==> src/fir_lp_pkg.sv <==
// Shared types and constants of the low-pass FIR filter.
// Holds the coefficient table, the controller state type and the command and
// status structs between controller and datapath. No dependencies.
`default_nettype none

package fir_lp_pkg;

  // Coefficients are unsigned Q0.15 held in 12 bits (values below 0.125)
  localparam int unsigned COEFF_FRAC_BITS = 15;
  localparam int unsigned COEF_W          = 12;
  localparam int unsigned COEF_LEN        = 17;

  localparam logic [COEF_W-1:0] COEF_TABLE [COEF_LEN] = '{
    12'd290,  12'd421,  12'd794,  12'd1355, 12'd2022, 12'd2694,
    12'd3266, 12'd3650, 12'd3785, 12'd3650, 12'd3266, 12'd2694,
    12'd2022, 12'd1355, 12'd794,  12'd421,  12'd290
  };

  // Input operation codes
  localparam logic OP_FILTER = 1'b0;
  localparam logic OP_CLEAR  = 1'b1;

  // Taps past the end of the table weigh zero
  function automatic logic [COEF_W-1:0] coef_at(input logic [7:0] k);
    logic [COEF_W-1:0] c;
    c = '0;
    if (k < 8'(COEF_LEN)) begin
      c = COEF_TABLE[k[4:0]];
    end
    return c;
  endfunction

  typedef enum logic [2:0] {
    ST_IDLE  = 3'b001,
    ST_MAC   = 3'b010,
    ST_DRAIN = 3'b100
  } fsm_state_e;

  typedef struct packed {
    logic accept_smp;  // write sample into ring, start a new sum
    logic clear;       // drop history, pointer to zero
    logic rd_en;       // issue one tap read
    logic out_ld;      // load rounded result into output register
  } dp_cmd_t;

  typedef struct packed {
    logic busy;        // tap reads still in the MAC pipeline
    logic out_free;    // output register can take a result this cycle
  } dp_status_t;

endpackage

`default_nettype wire

==> src/fir_lp_ctrl.sv <==
// Controller of the low-pass FIR filter: input handshake and tap sequencing.
// Depends on fir_lp_pkg.
`default_nettype none

module fir_lp_ctrl
  import fir_lp_pkg::*;
#(
  parameter int unsigned TAPS  = 17,
  parameter int unsigned TAP_W = 5
) (
  input  wire logic             clk_i,
  input  wire logic             rst_ni,
  input  wire logic             in_valid_i,
  output logic                  in_stall_o,
  input  wire logic             op_i,
  input  wire dp_status_t       status_i,
  output dp_cmd_t               cmd_o,
  output logic [TAP_W-1:0]      tap_o
);

  fsm_state_e       state_q, state_d;
  logic [TAP_W-1:0] tap_q, tap_d;

  assign in_stall_o = (state_q != ST_IDLE);
  assign tap_o      = tap_q;

  always_comb begin
    state_d = state_q;
    tap_d   = tap_q;
    cmd_o   = '0;
    unique case (state_q)
      ST_IDLE: begin
        if (in_valid_i) begin
          if (op_i == OP_CLEAR) begin
            cmd_o.clear = 1'b1;
          end else begin
            cmd_o.accept_smp = 1'b1;
            tap_d            = '0;
            state_d          = ST_MAC;
          end
        end
      end
      ST_MAC: begin
        cmd_o.rd_en = 1'b1;
        if (tap_q == TAP_W'(TAPS - 1)) begin
          state_d = ST_DRAIN;
        end else begin
          tap_d = tap_q + 1'b1;
        end
      end
      ST_DRAIN: begin
        if (!status_i.busy && status_i.out_free) begin
          cmd_o.out_ld = 1'b1;
          state_d      = ST_IDLE;
        end
      end
      default: begin
        state_d = ST_IDLE;
      end
    endcase
  end

  always_ff @(posedge clk_i or negedge rst_ni) begin
    if (!rst_ni) begin
      state_q <= ST_IDLE;
      tap_q   <= '0;
    end else begin
      state_q <= state_d;
      tap_q   <= tap_d;
    end
  end

endmodule

`default_nettype wire

==> src/fir_lp_dp.sv <==
// Datapath of the low-pass FIR filter: sample ring, shared MAC pipeline,
// rounding, saturation and output register. Depends on fir_lp_pkg.
`default_nettype none

module fir_lp_dp
  import fir_lp_pkg::*;
#(
  parameter int unsigned TAPS         = 17,
  parameter int unsigned SAMPLE_WIDTH = 16,
  parameter int unsigned TAP_W        = 5
) (
  input  wire logic                           clk_i,
  input  wire logic                           rst_ni,
  input  wire dp_cmd_t                        cmd_i,
  input  wire logic        [TAP_W-1:0]        tap_i,
  input  wire logic signed [SAMPLE_WIDTH-1:0] sample_i,
  output dp_status_t                          status_o,
  output logic                                out_valid_o,
  input  wire logic                           out_stall_i,
  output logic signed [SAMPLE_WIDTH-1:0]      filtered_o
);

  localparam int unsigned PROD_W = SAMPLE_WIDTH + COEF_W + 1;
  localparam int unsigned ACC_W  = PROD_W + TAP_W;

  localparam logic signed [ACC_W-1:0] RND_HALF = ACC_W'(1) << (COEFF_FRAC_BITS - 1);
  localparam logic signed [ACC_W-1:0] SAT_MAX  =
    {{(ACC_W - SAMPLE_WIDTH + 1){1'b0}}, {(SAMPLE_WIDTH - 1){1'b1}}};
  localparam logic signed [ACC_W-1:0] SAT_MIN  =
    {{(ACC_W - SAMPLE_WIDTH + 1){1'b1}}, {(SAMPLE_WIDTH - 1){1'b0}}};

  // Ring storage; entries not written since the last clear read as zero
  logic signed [SAMPLE_WIDTH-1:0] ring_mem [TAPS];
  logic [TAPS-1:0]                vld_q;
  logic [TAP_W-1:0]               wp_q;
  logic [TAP_W-1:0]               rd_idx_q;

  // MAC pipeline
  logic                           s1_q, s2_q;
  logic signed [SAMPLE_WIDTH-1:0] rd_data_q;
  logic                           rd_vld_q;
  logic [COEF_W-1:0]              coef_q;
  logic signed [PROD_W-1:0]       prod_q;
  logic signed [ACC_W-1:0]        acc_q;

  logic signed [SAMPLE_WIDTH-1:0] tap_smp;
  logic signed [ACC_W-1:0]        rnd_sum, shifted;
  logic signed [SAMPLE_WIDTH-1:0] sat_val;

  logic                           out_valid_q;
  logic signed [SAMPLE_WIDTH-1:0] filtered_q;

  function automatic logic [TAP_W-1:0] idx_inc(input logic [TAP_W-1:0] i);
    return (i == TAP_W'(TAPS - 1)) ? '0 : i + 1'b1;
  endfunction

  function automatic logic [TAP_W-1:0] idx_dec(input logic [TAP_W-1:0] i);
    return (i == '0) ? TAP_W'(TAPS - 1) : i - 1'b1;
  endfunction

  always_ff @(posedge clk_i) begin
    if (cmd_i.accept_smp) begin
      ring_mem[wp_q] <= sample_i;
    end
  end

  always_ff @(posedge clk_i) begin
    if (cmd_i.rd_en) begin
      rd_data_q <= ring_mem[rd_idx_q];
      rd_vld_q  <= vld_q[rd_idx_q];
      coef_q    <= coef_at(8'(tap_i));
    end
  end

  always_ff @(posedge clk_i or negedge rst_ni) begin
    if (!rst_ni) begin
      vld_q    <= '0;
      wp_q     <= '0;
      rd_idx_q <= '0;
    end else begin
      if (cmd_i.clear) begin
        vld_q <= '0;
        wp_q  <= '0;
      end else if (cmd_i.accept_smp) begin
        vld_q[wp_q] <= 1'b1;
        wp_q        <= idx_inc(wp_q);
        rd_idx_q    <= wp_q;
      end else if (cmd_i.rd_en) begin
        rd_idx_q <= idx_dec(rd_idx_q);
      end
    end
  end

  assign tap_smp = rd_vld_q ? rd_data_q : '0;

  always_ff @(posedge clk_i) begin
    if (s1_q) begin
      prod_q <= PROD_W'(tap_smp) * $signed({1'b0, coef_q});
    end
  end

  always_ff @(posedge clk_i) begin
    if (cmd_i.accept_smp) begin
      acc_q <= '0;
    end else if (s2_q) begin
      acc_q <= acc_q + ACC_W'(prod_q);
    end
  end

  always_ff @(posedge clk_i or negedge rst_ni) begin
    if (!rst_ni) begin
      s1_q <= 1'b0;
      s2_q <= 1'b0;
    end else begin
      s1_q <= cmd_i.rd_en;
      s2_q <= s1_q;
    end
  end

  // Round half up, drop fraction, clamp to sample range
  assign rnd_sum = acc_q + RND_HALF;
  assign shifted = rnd_sum >>> COEFF_FRAC_BITS;

  always_comb begin
    priority if (shifted > SAT_MAX) begin
      sat_val = SAT_MAX[SAMPLE_WIDTH-1:0];
    end else if (shifted < SAT_MIN) begin
      sat_val = SAT_MIN[SAMPLE_WIDTH-1:0];
    end else begin
      sat_val = shifted[SAMPLE_WIDTH-1:0];
    end
  end

  always_ff @(posedge clk_i or negedge rst_ni) begin
    if (!rst_ni) begin
      out_valid_q <= 1'b0;
    end else if (cmd_i.out_ld) begin
      out_valid_q <= 1'b1;
    end else if (!out_stall_i) begin
      out_valid_q <= 1'b0;
    end
  end

  always_ff @(posedge clk_i) begin
    if (cmd_i.out_ld) begin
      filtered_q <= sat_val;
    end
  end

  assign status_o.busy     = s1_q | s2_q;
  assign status_o.out_free = !out_valid_q || !out_stall_i;

  assign out_valid_o = out_valid_q;
  assign filtered_o  = filtered_q;

endmodule

`default_nettype wire

==> src/fir_lowpass_ring_buffer.sv <==
// Low-pass FIR filter over a ring of past samples, top level.
// Usage:
//   Input channel (in_valid_i / in_stall_o, op_i, sample_i): op_i = filter
//   writes sample_i as the newest sample and produces one filtered result;
//   op_i = clear empties the history and resets the write pointer, no result.
//   Output channel (out_valid_o / out_stall_i, filtered_o): one transaction
//   per filter item, rounded half up and saturated to SAMPLE_WIDTH bits.
// Sequencing:
//   A filter item runs through one shared multiply-accumulate, one tap per
//   cycle, in ST_MAC; ST_DRAIN then waits until the MAC pipeline is empty
//   and the output register is free, loads the result and returns to ST_IDLE,
//   and only then is the next item taken. A clear is handled in ST_IDLE.
//   in_stall_o is high while an item is in the MAC loop or waits in ST_DRAIN.
// Reset: history reads as zero, write pointer zero, no result pending.
// Output stall: the output register holds its result; a finished sum waits
//   in the accumulator until the register frees, and input stays stalled.
// Depends on fir_lp_pkg, fir_lp_ctrl, fir_lp_dp.
`default_nettype none

module fir_lowpass_ring_buffer
  import fir_lp_pkg::*;
#(
  parameter int unsigned TAPS         = 17,
  parameter int unsigned SAMPLE_WIDTH = 16
) (
  input  wire logic                           clk_i,
  input  wire logic                           rst_ni,
  input  wire logic                           in_valid_i,
  output logic                                in_stall_o,
  input  wire logic                           op_i,
  input  wire logic signed [SAMPLE_WIDTH-1:0] sample_i,
  output logic                                out_valid_o,
  input  wire logic                           out_stall_i,
  output logic signed [SAMPLE_WIDTH-1:0]      filtered_o
);

  localparam int unsigned TAP_W = $clog2(TAPS);

  dp_cmd_t          cmd;
  dp_status_t       status;
  logic [TAP_W-1:0] tap;

  fir_lp_ctrl #(
    .TAPS  (TAPS),
    .TAP_W (TAP_W)
  ) u_ctrl (
    .clk_i      (clk_i),
    .rst_ni     (rst_ni),
    .in_valid_i (in_valid_i),
    .in_stall_o (in_stall_o),
    .op_i       (op_i),
    .status_i   (status),
    .cmd_o      (cmd),
    .tap_o      (tap)
  );

  fir_lp_dp #(
    .TAPS         (TAPS),
    .SAMPLE_WIDTH (SAMPLE_WIDTH),
    .TAP_W        (TAP_W)
  ) u_dp (
    .clk_i       (clk_i),
    .rst_ni      (rst_ni),
    .cmd_i       (cmd),
    .tap_i       (tap),
    .sample_i    (sample_i),
    .status_o    (status),
    .out_valid_o (out_valid_o),
    .out_stall_i (out_stall_i),
    .filtered_o  (filtered_o)
  );

endmodule

`default_nettype wire

==> config.mk <==
export PLATFORM = sky130hd
export DESIGN_NAME = fir_lowpass_ring_buffer
export DESIGN_NICKNAME = d
export VERILOG_FILES = /design/src/fir_lp_pkg.sv /design/src/fir_lp_ctrl.sv /design/src/fir_lp_dp.sv /design/src/fir_lowpass_ring_buffer.sv
export SDC_FILE = /design/constraint.sdc
export NUM_CORES = 1
export LEC_CHECK = 0
export ABC_AREA = 1
export ABC_CLOCK_PERIOD_IN_PS = 5830
export BUFFER_PORTS_ARGS = -buffer_cell sky130_fd_sc_hd__buf_2
export CAP_MARGIN = 20
export CORE_MARGIN = 1.5
export CORE_UTILIZATION = 55
export CTS_BUF_LIST = sky130_fd_sc_hd__clkbuf_4
export CTS_CLUSTER_SIZE = 20
export DETAILED_ROUTE_END_ITERATION = 12
export GPL_ROUTABILITY_DRIVEN = 0
export PLACE_DENSITY = 0.75
export SLEW_MARGIN = 5
export SYNTH_ARGS = -nofsm -noshare
export SYNTH_HDL_FRONTEND = slang
export SYNTH_SLANG_ARGS = --single-unit
==> constraint.sdc <==
create_clock -name clk_i -period 5.83 [get_ports clk_i]
set_input_delay 1.166 -clock clk_i [delete_from_list [all_inputs] [get_ports clk_i]]
set_output_delay 1.166 -clock clk_i [all_outputs]
set_load 0.03 [all_outputs]
==> flow_results.org, run 1 <==
** Clocking
- Total of hold buffers inserted after clock tree synthesis :: 0
- Clock tree synthesis inserted a total of 104 buffers.
- After clock tree synthesis, the clock-pin slew on the worst setup and hold paths is 0.07 ns.
- Clock Sink Count :: 417
- The clock passes through at most 3 buffers.
- H-Tree Level Count :: 3
- Insertion delay to the later sink of the worst-skew pair :: 0.85 ns
- TritonCTS built the clock tree.
- The root buffer cell chosen for the clock tree is clkbuf_4.

** Finish
- The area growth from synthesis to layout is 9.63%.
- Of the cells placed in the final design, the portion with a size suffix greater than 1 is 0.111.
- Number of fillers in the final layout :: 3825
- Post-layout net count :: 3153
- Post-layout instance area :: 28700 µm²

** Placement
- IO buf count :: 38
- Detailed placement ended at an HPWL of 45400 µm.
- The placed instances occupy a cell area of 27200 µm².

** Critical path
- For the worst setup path, the data required time is 6.43 ns.
- Measured in cells, the most critical reg-to-reg path has a length of 21.
- The largest individual stage delay along the critical path comes from the cell fa_1.
- The startpoint identified for the worst register-to-register timing path is u_dp.rd_vld_q.
- Across all register-to-register paths, the minimum setup slack is 0.22 ns.
- In this design, the largest share of critical-path delay is due to adder cells.
- At the worst endpoint, the arrival time is 6.21 ns.
- STA classifies the critical path startpoint as a flip-flop.
- Together, buffers and inverters on the worst path number 6.
- The worst setup path is captured at a flip-flop.
- In this run the worst path has a maximum fanout of 15.
- Worst r2r dst :: u_dp.prod_q[24]
- Walking the worst path, the cells encountered are buf_6 -> nand2_1 -> nor2_1 -> inv_1 -> fa_1 -> fa_1 -> inv_1 -> fa_1 -> fa_1 -> inv_1 -> fa_1 -> inv_1 -> ha_1 -> nand2_2 -> inv_1 -> a21oi_1 -> nand2_1 -> nand2_1 -> nand3_1 -> a21oi_1 -> xnor2_1.
- The critical path in this run is classified as flip-flop to flip-flop.
- The largest single stage delay on the critical path is 0.57 ns.

** Routing
- Before antenna repair, the detailed router went through 7 iterations.
- Total via count in the routed design :: 19.9k
- The detail route stage leaves a number of antenna-violating nets equal to 0.
- Mean number of vias per cell :: 5.63
- Number of DRC markers after the initial detailed-route iteration :: 1816
- Total routed wirelength :: 65400 µm
- In the routed design, unresolved DRC markers number 0.
- Average detailed-routed wire length per instance :: 18.5 µm

** STA
- Final setup violating endpoints :: 0
- Dividing the final minimum period by the clock period gives 0.962.
- For the finished layout, the period the worst path requires is 5.61 ns.
- Actual transition at the worst max-transition pin :: 1.00 ns
- Final Hold Viols :: 0
- Timing would allow up to 178 MHz.
- RSZ-0062 raised after global routing :: yes
- Final Slew Violations :: 0
- Fin Clk Skew :: 0.0440 ns
- Worst Hold Slack :: 0.425 ns
- Worst slew margin relative to its limit :: 0.329

** Logic synthesis
- After synthesis, the most frequently instantiated cells are 474 x inv_1, 427 x nor2_1, 383 x nand2_1, 345 x edfxtp_1, 196 x o21ai_0.
- The cell area that synthesis handed to floorplanning was 26100 µm².
- Fraction of synthesized cell area taken by the top area cell type :: 0.396
- Of all flip-flops after synthesis, the portion carrying an async set or reset was 0.0911.
- In the post-synthesis netlist, the biggest area contributors are edfxtp_1 40%, fa_1 14%, inv_1 6.8%.
- Net Count, Synth :: 3045
- In this run the mean area of a mapped cell was 9.57 µm².
- In this run, synthesis produced a sequential element count of 417.
- Of the synthesized area, sequential elements account for 0.459.
- The netlist uses 49 different library cells.
- In the post-synthesis netlist, the cell with the most instances is inv_1.
- Number of flops mapped to enable cells by yosys :: 345
- After technology mapping, the gate count stands at 2732.
- Primary FF master, synth :: edfxtp_1
- Synth area leader :: edfxtp_1
- Warnings, synthesis :: 0

** Floorplanning
- The die covers 48800 µm².
- For this configuration, the core starts out at a cell density of 0.559.
- The floorplan step set the die height to 221 µm.
- Placeable core region :: 46800 µm²
- The initialized floorplan defines 79 standard-cell rows.
- For this design the top-level I/O count stands at 39.
- Die boundary width :: 221 µm

** GRT
- Overflow left after global routing :: 0
- Overall global routing resource usage :: 0.271
- Number of antenna violations at the first check in global routing :: 2
- Vias in the first global route :: 19.8k
- Pin count of the biggest net entering global routing :: 78
- Wire length of the first global-routing pass :: 104000 µm

** Job
- Number of max-cap violations :: 0

** Run status
- The run finished with clean final reports.

** Min path
- The tightest min-delay check is of the primary input to async pin type.
==> layout make-up <==
type,count,area (µm²),share of cell area
antenna,1,2.50,0.0000873
clock buffer,163,1220,0.0427
clock inverter,27,193,0.00673
inverter,482,1810,0.0633
multi-input combinational,1748,12100,0.422
sequential,417,12000,0.419
tap,607,759,0.0265
timing repair buffer,87,582,0.0203
==> registers in the layout (all words and copies together) (netlist names) <==
register          cells
u_dp.out_valid_o      1
u_dp.coef_q          11
u_dp.s1_q             1
u_dp.rd_data_q       16
u_dp.wp_q             5
u_dp.filtered_o      16
u_dp.rd_idx_q         5
u_dp.ring_mem       272
u_dp.s2_q             1
u_dp.rd_vld_q         1
u_dp.prod_q          29
u_ctrl.state_q        3
u_ctrl.tap_o          5
u_dp.acc_q           34
u_dp.vld_q           17
==> repair_timing <==
action                                  4_1_cts  5_1_grt
endpoints found under the setup margin        0       15
resized for setup                             0       21
setup buffers                                 0        0
hold endpoints to repair                      0        0
==> worst reg2reg max path: stages, from the launching register on <==
cell	delay [ns]
edfxtp_1	0.38
buf_6	0.20
nand2_1	0.20
nor2_1	0.22
inv_1	0.09
fa_1	0.52
fa_1	0.51
inv_1	0.05
fa_1	0.48
fa_1	0.56
inv_1	0.06
fa_1	0.57
inv_1	0.05
ha_1	0.38
nand2_2	0.17
inv_1	0.06
a21oi_1	0.24
nand2_1	0.15
nand2_1	0.08
nand3_1	0.13
a21oi_1	0.20
xnor2_1	0.08
==> kinds of logic after synthesis <==
kind of cell,Yosys count,share of synthesized area
AND/OR/NAND/NOR,936,0.144
adder cells (fa/ha/maj),292,0.191
flip-flops,417,0.459
AO/OA/AOI/OAI,454,0.102
XOR/XNOR,66,0.0221
buffers and inverters,567,0.0823
==> per-layer routing <==
layer	routed length, µm	global-route usage
met1	25600	0.340
met2	32100	0.458
met4	2880	0.130
met5	11	0
met3	4730	0.0461
==> stage by stage <==
step | utilization | worst slack [ns] | std cells | TNS [ns]
finish | 0.613 | 0.221 | 3532 | 0
global placement | 0.581 | 0.189 | 3340 | 0
floorplan | - | 0.343 | 2732 | 0
CTS | 0.611 | 0.121 | 3530 | 0
detailed placement | 0.581 | 0.0931 | 3340 | 0
global route | 0.613 | -0.0239 | 3532 | -0.0239
==> cells in the final DEF, fill, tap and decap left out, types with 11 or more instances in the layout <==
| master | Yosys | routed |
|---|---|---|
| dfxtp_1 | 34 | 34 |
| a41oi_1 | 12 | 12 |
| clkbuf_4 | 0 | 163 |
| nand2_2 | 6 | 11 |
| clkinv_1 | 1 | 20 |
| a21oi_1 | 104 | 104 |
| o221ai_1 | 29 | 29 |
| o21ai_0 | 196 | 195 |
| ha_1 | 113 | 112 |
| dfrtp_1 | 37 | 35 |
| edfxtp_1 | 345 | 345 |
| nand3_1 | 61 | 61 |
| inv_1 | 474 | 467 |
| o21bai_1 | 17 | 15 |
| nor2_2 | 4 | 24 |
| o22ai_1 | 48 | 48 |
| xor2_1 | 48 | 48 |
| nor2_1 | 427 | 406 |
| nor3_1 | 26 | 26 |
| nand2_1 | 383 | 378 |
| inv_2 | 7 | 12 |
| buf_4 | 0 | 47 |
| xnor2_1 | 18 | 18 |
| buf_2 | 6 | 38 |
| fa_1 | 179 | 178 |
==> how the worst max path moves through the flow <==
stage                  startpoint               to  slack, ns  depth (start not counted)
CTS                 u_dp.rd_vld_q  u_dp.prod_q[24]       0.12                         21
global placement    u_dp.rd_vld_q  u_dp.prod_q[16]       0.19                         20
finish              u_dp.rd_vld_q  u_dp.prod_q[24]       0.22                         21
global route        u_dp.rd_vld_q  u_dp.prod_q[24]      -0.02                         21
detailed placement  u_dp.rd_vld_q  u_dp.prod_q[24]       0.09                         21
floorplan           u_dp.rd_vld_q  u_dp.prod_q[23]       0.34                         22
Power of run 1 is not shown: default switching activity piles up to over one toggle a cycle in this logic, so the estimate is an artifact.
==> inputs of run 2 (changes only) <==
--- a/config.mk
+++ b/config.mk
@@ -9,13 +9,15 @@
 export ABC_CLOCK_PERIOD_IN_PS = 5830
 export BUFFER_PORTS_ARGS = -buffer_cell sky130_fd_sc_hd__buf_2
 export CAP_MARGIN = 20
+export CELL_PAD_IN_SITES_DETAIL_PLACEMENT = 1
+export CELL_PAD_IN_SITES_GLOBAL_PLACEMENT = 1
 export CORE_MARGIN = 1.5
-export CORE_UTILIZATION = 55
+export CORE_UTILIZATION = 47
 export CTS_BUF_LIST = sky130_fd_sc_hd__clkbuf_4
 export CTS_CLUSTER_SIZE = 20
 export DETAILED_ROUTE_END_ITERATION = 12
 export GPL_ROUTABILITY_DRIVEN = 0
-export PLACE_DENSITY = 0.75
+export PLACE_DENSITY = 0.8
 export SLEW_MARGIN = 5
 export SYNTH_ARGS = -nofsm -noshare
 export SYNTH_HDL_FRONTEND = slang
==> run 2 against run 1 <==
Non-clock buffer count increased by 1. Clock-buffer cell count increased by 3. Hold slack got worse by 0.026 ns. Critical path depth decreased by 2. Global-route usage increased by 0.90 points. Sequential share of layout area decreased by 0.37 points. Die area increased by 17%.
==> flow_results.org, run 2 (synthesis gave the netlist of run 1 again) <==
** Run status
- The run finished with clean final reports.

** STA
- Between clock sinks in the finished design, the worst skew comes to 0.0893 ns.
- Worst Setup Slack, final :: 0.164 ns
- After layout, the minimum clock period comes to 5.67 ns.
- Setup repair after global routing could not meet its margin everywhere.
- Worst slew margin relative to its limit :: 0.280
- Of the available clock period, the critical path in the final layout requires 0.972.
- Final Slew Violations :: 0
- The count of final hold-check violations was 0.
- Static timing analysis puts the maximum clock frequency at 177 MHz.
- Final setup violating endpoints :: 0
- At the pin with the least slew margin, the transition time is 1.07 ns.

** Clocking
- TritonCTS built the clock tree.
- Clock Sink Count :: 417
- H-Tree Level Count :: 3
- The number of hold buffers added after CTS was 0.
- For the worst-skew pair, the clock arrives at the later sink with an insertion delay of 0.90 ns.
- Root cell of the clock tree :: clkbuf_4
- Count of buffers added by post-CTS timing repair for setup :: 0
- Clock-pin slew was measured on the worst setup and hold paths at 0.07 ns.
- The longest clock path from root to sink contains 3 buffers.
- Number of buffers added by the clock tree synthesis step :: 110

** Min path
- The tightest min-delay check is of the primary input to async pin type.

** Critical path
- CP Data Required Time :: 6.54 ns
- The critical path is of the flip-flop to flip-flop type.
- Of all nets on the critical path, the largest fanout is 7.
- Walking the worst path, the cells encountered are nand2_1 -> buf_4 -> nor2_1 -> fa_2 -> inv_1 -> fa_1 -> inv_1 -> fa_1 -> fa_1 -> inv_1 -> fa_1 -> inv_1 -> ha_1 -> nand2_1 -> nor3_1 -> nor3b_1 -> nand3_1 -> nand3_1 -> xor2_1.
- Crit path largest cell delay :: 0.63 ns
- Type of origin of the critical path :: flip-flop
- The worst setup path is captured at a flip-flop.
- Data arrival time of the critical path :: 6.37 ns
- Highest-delay cell along the critical path :: fa_2

** Routing
- Total routed wirelength :: 78400 µm
- Dividing the detail-routed via count by the number of cells gives 5.53.
- In the routed design, unresolved DRC markers number 0.
- The first routing iteration left 1406 violations.
- After detailed routing, the average wire length per cell comes to 21.3 µm.
- Number of iterations in the first detailed-routing pass :: 5
- Final antenna-violating net count :: 0
- Across all layers, the routed design uses 20.4k vias.

** Floorplanning
- Area enclosed by the die boundary :: 57000 µm²
- Die boundary width :: 239 µm
- Ports :: 39
- Die height :: 239 µm
- Effective utilization at floorplan :: 0.475
- The region available for standard cell placement spans 55000 µm².
- The floorplan has 86 rows.

** GRT
- In the global route stage, overall resource usage came out at 0.280.
- Entering global routing, the biggest net connects 79 pins.
- The initial antenna violation count is 2.
- Vias in the first global route :: 22.2k
- Summed over all layers, the global routing overflow is 0.
- Wire length of the first global-routing pass :: 122000 µm

** Placement
- OpenSTA, run right after detailed placement, puts the worst setup slack at -0.186 ns.
- Hpwl dp :: 55600 µm
- Input and output buffers added on the ports amount to 38.

** Finish
- Largest register FFs :: 272
- Leaving out fill and tap cells, the most frequent cell in the layout is inv_1.
- In the layout the commonest cells are 463 x inv_1, 406 x nor2_1, 375 x nand2_1.
- Post-layout net count :: 3160
- Of the cells placed in the final design, the portion with a size suffix greater than 1 is 0.116.
- Number of fillers in the final layout :: 6293
- Compared with the post-synthesis result, the final layout area differs by 10.6%.
- Top flop regs :: u_dp.ring_mem (272), u_dp.acc_q (34), u_dp.prod_q (29)
- u_dp.ring_mem holds more flip-flops than any other register.

** Job
- Number of max-cap violations :: 0
run 2: path summary, 6_finish.rpt:
path                          startpoint          endpoint  slack [ns]  cells after the start
min in group clk_i         u_dp.vld_q[7]     u_dp.vld_q[7]        0.50                      2
setup reg to reg           u_dp.rd_vld_q   u_dp.prod_q[27]        0.16                     19
hold / removal                    rst_ni     u_dp.vld_q[4]        0.40                      1
max in group asynchronous         rst_ni  u_dp.rd_idx_q[0]        4.77                      1
hold reg to reg            u_dp.vld_q[7]     u_dp.vld_q[7]        0.50                      2
setup / recovery           u_dp.rd_vld_q   u_dp.prod_q[27]        0.16                     19
run 2: layout make-up:
cell class                 instances  area (µm²)  area share
timing repair buffer              88         569      0.0197
tap                              748         936      0.0324
multi-input combinational       1748       12100       0.419
sequential                       417       12000       0.415
clock buffer                     166        1250      0.0431
clock inverter                    38         228     0.00788
antenna                            3        7.51    0.000260
inverter                         482        1810      0.0626
run 2: worst max-delay path: cells and delay by family, from the launching register on:
| kind | cells | cell delay [ns] |
|---|---|---|
| flip-flops | 1 | 0.42 |
| adder cells (fa/ha/maj) | 6 | 3.15 |
| buffers and inverters | 5 | 0.49 |
| AND/OR/NAND/NOR | 7 | 1.28 |
| XOR/XNOR | 1 | 0.18 |
run 2: stage by stage:
step           setup TNS, ns  hold slack, ns  std cells   util  cell area (µm²)
2_1_floorplan              0           0.445       2732      -            26100
3_3_place_gp         -0.0366           0.454       3483  0.497            27300
3_5_place_dp          -0.351           0.487       3483  0.497            27300
4_1_cts                    0           0.340       3687  0.524            28800
5_1_grt               -0.166           0.406       3690  0.526            28900
6_report                   0           0.399       3690  0.526            28900
run 2: metal layers:
layer  share of wire  vias up  GRT usage
met5               0        -          0
met4           0.045        0      0.134
met3           0.046      218     0.0393
met2            0.52      629      0.503
met1            0.39    10300      0.328
li1                -     9226          -
run 2: what timing repair did:
item | 4_1_cts | 5_1_grt
resized for setup | 3 | 29
setup endpoints to repair | 6 | 15
gates cloned | 0 | 0
Power of run 2 is left out for the same reason.
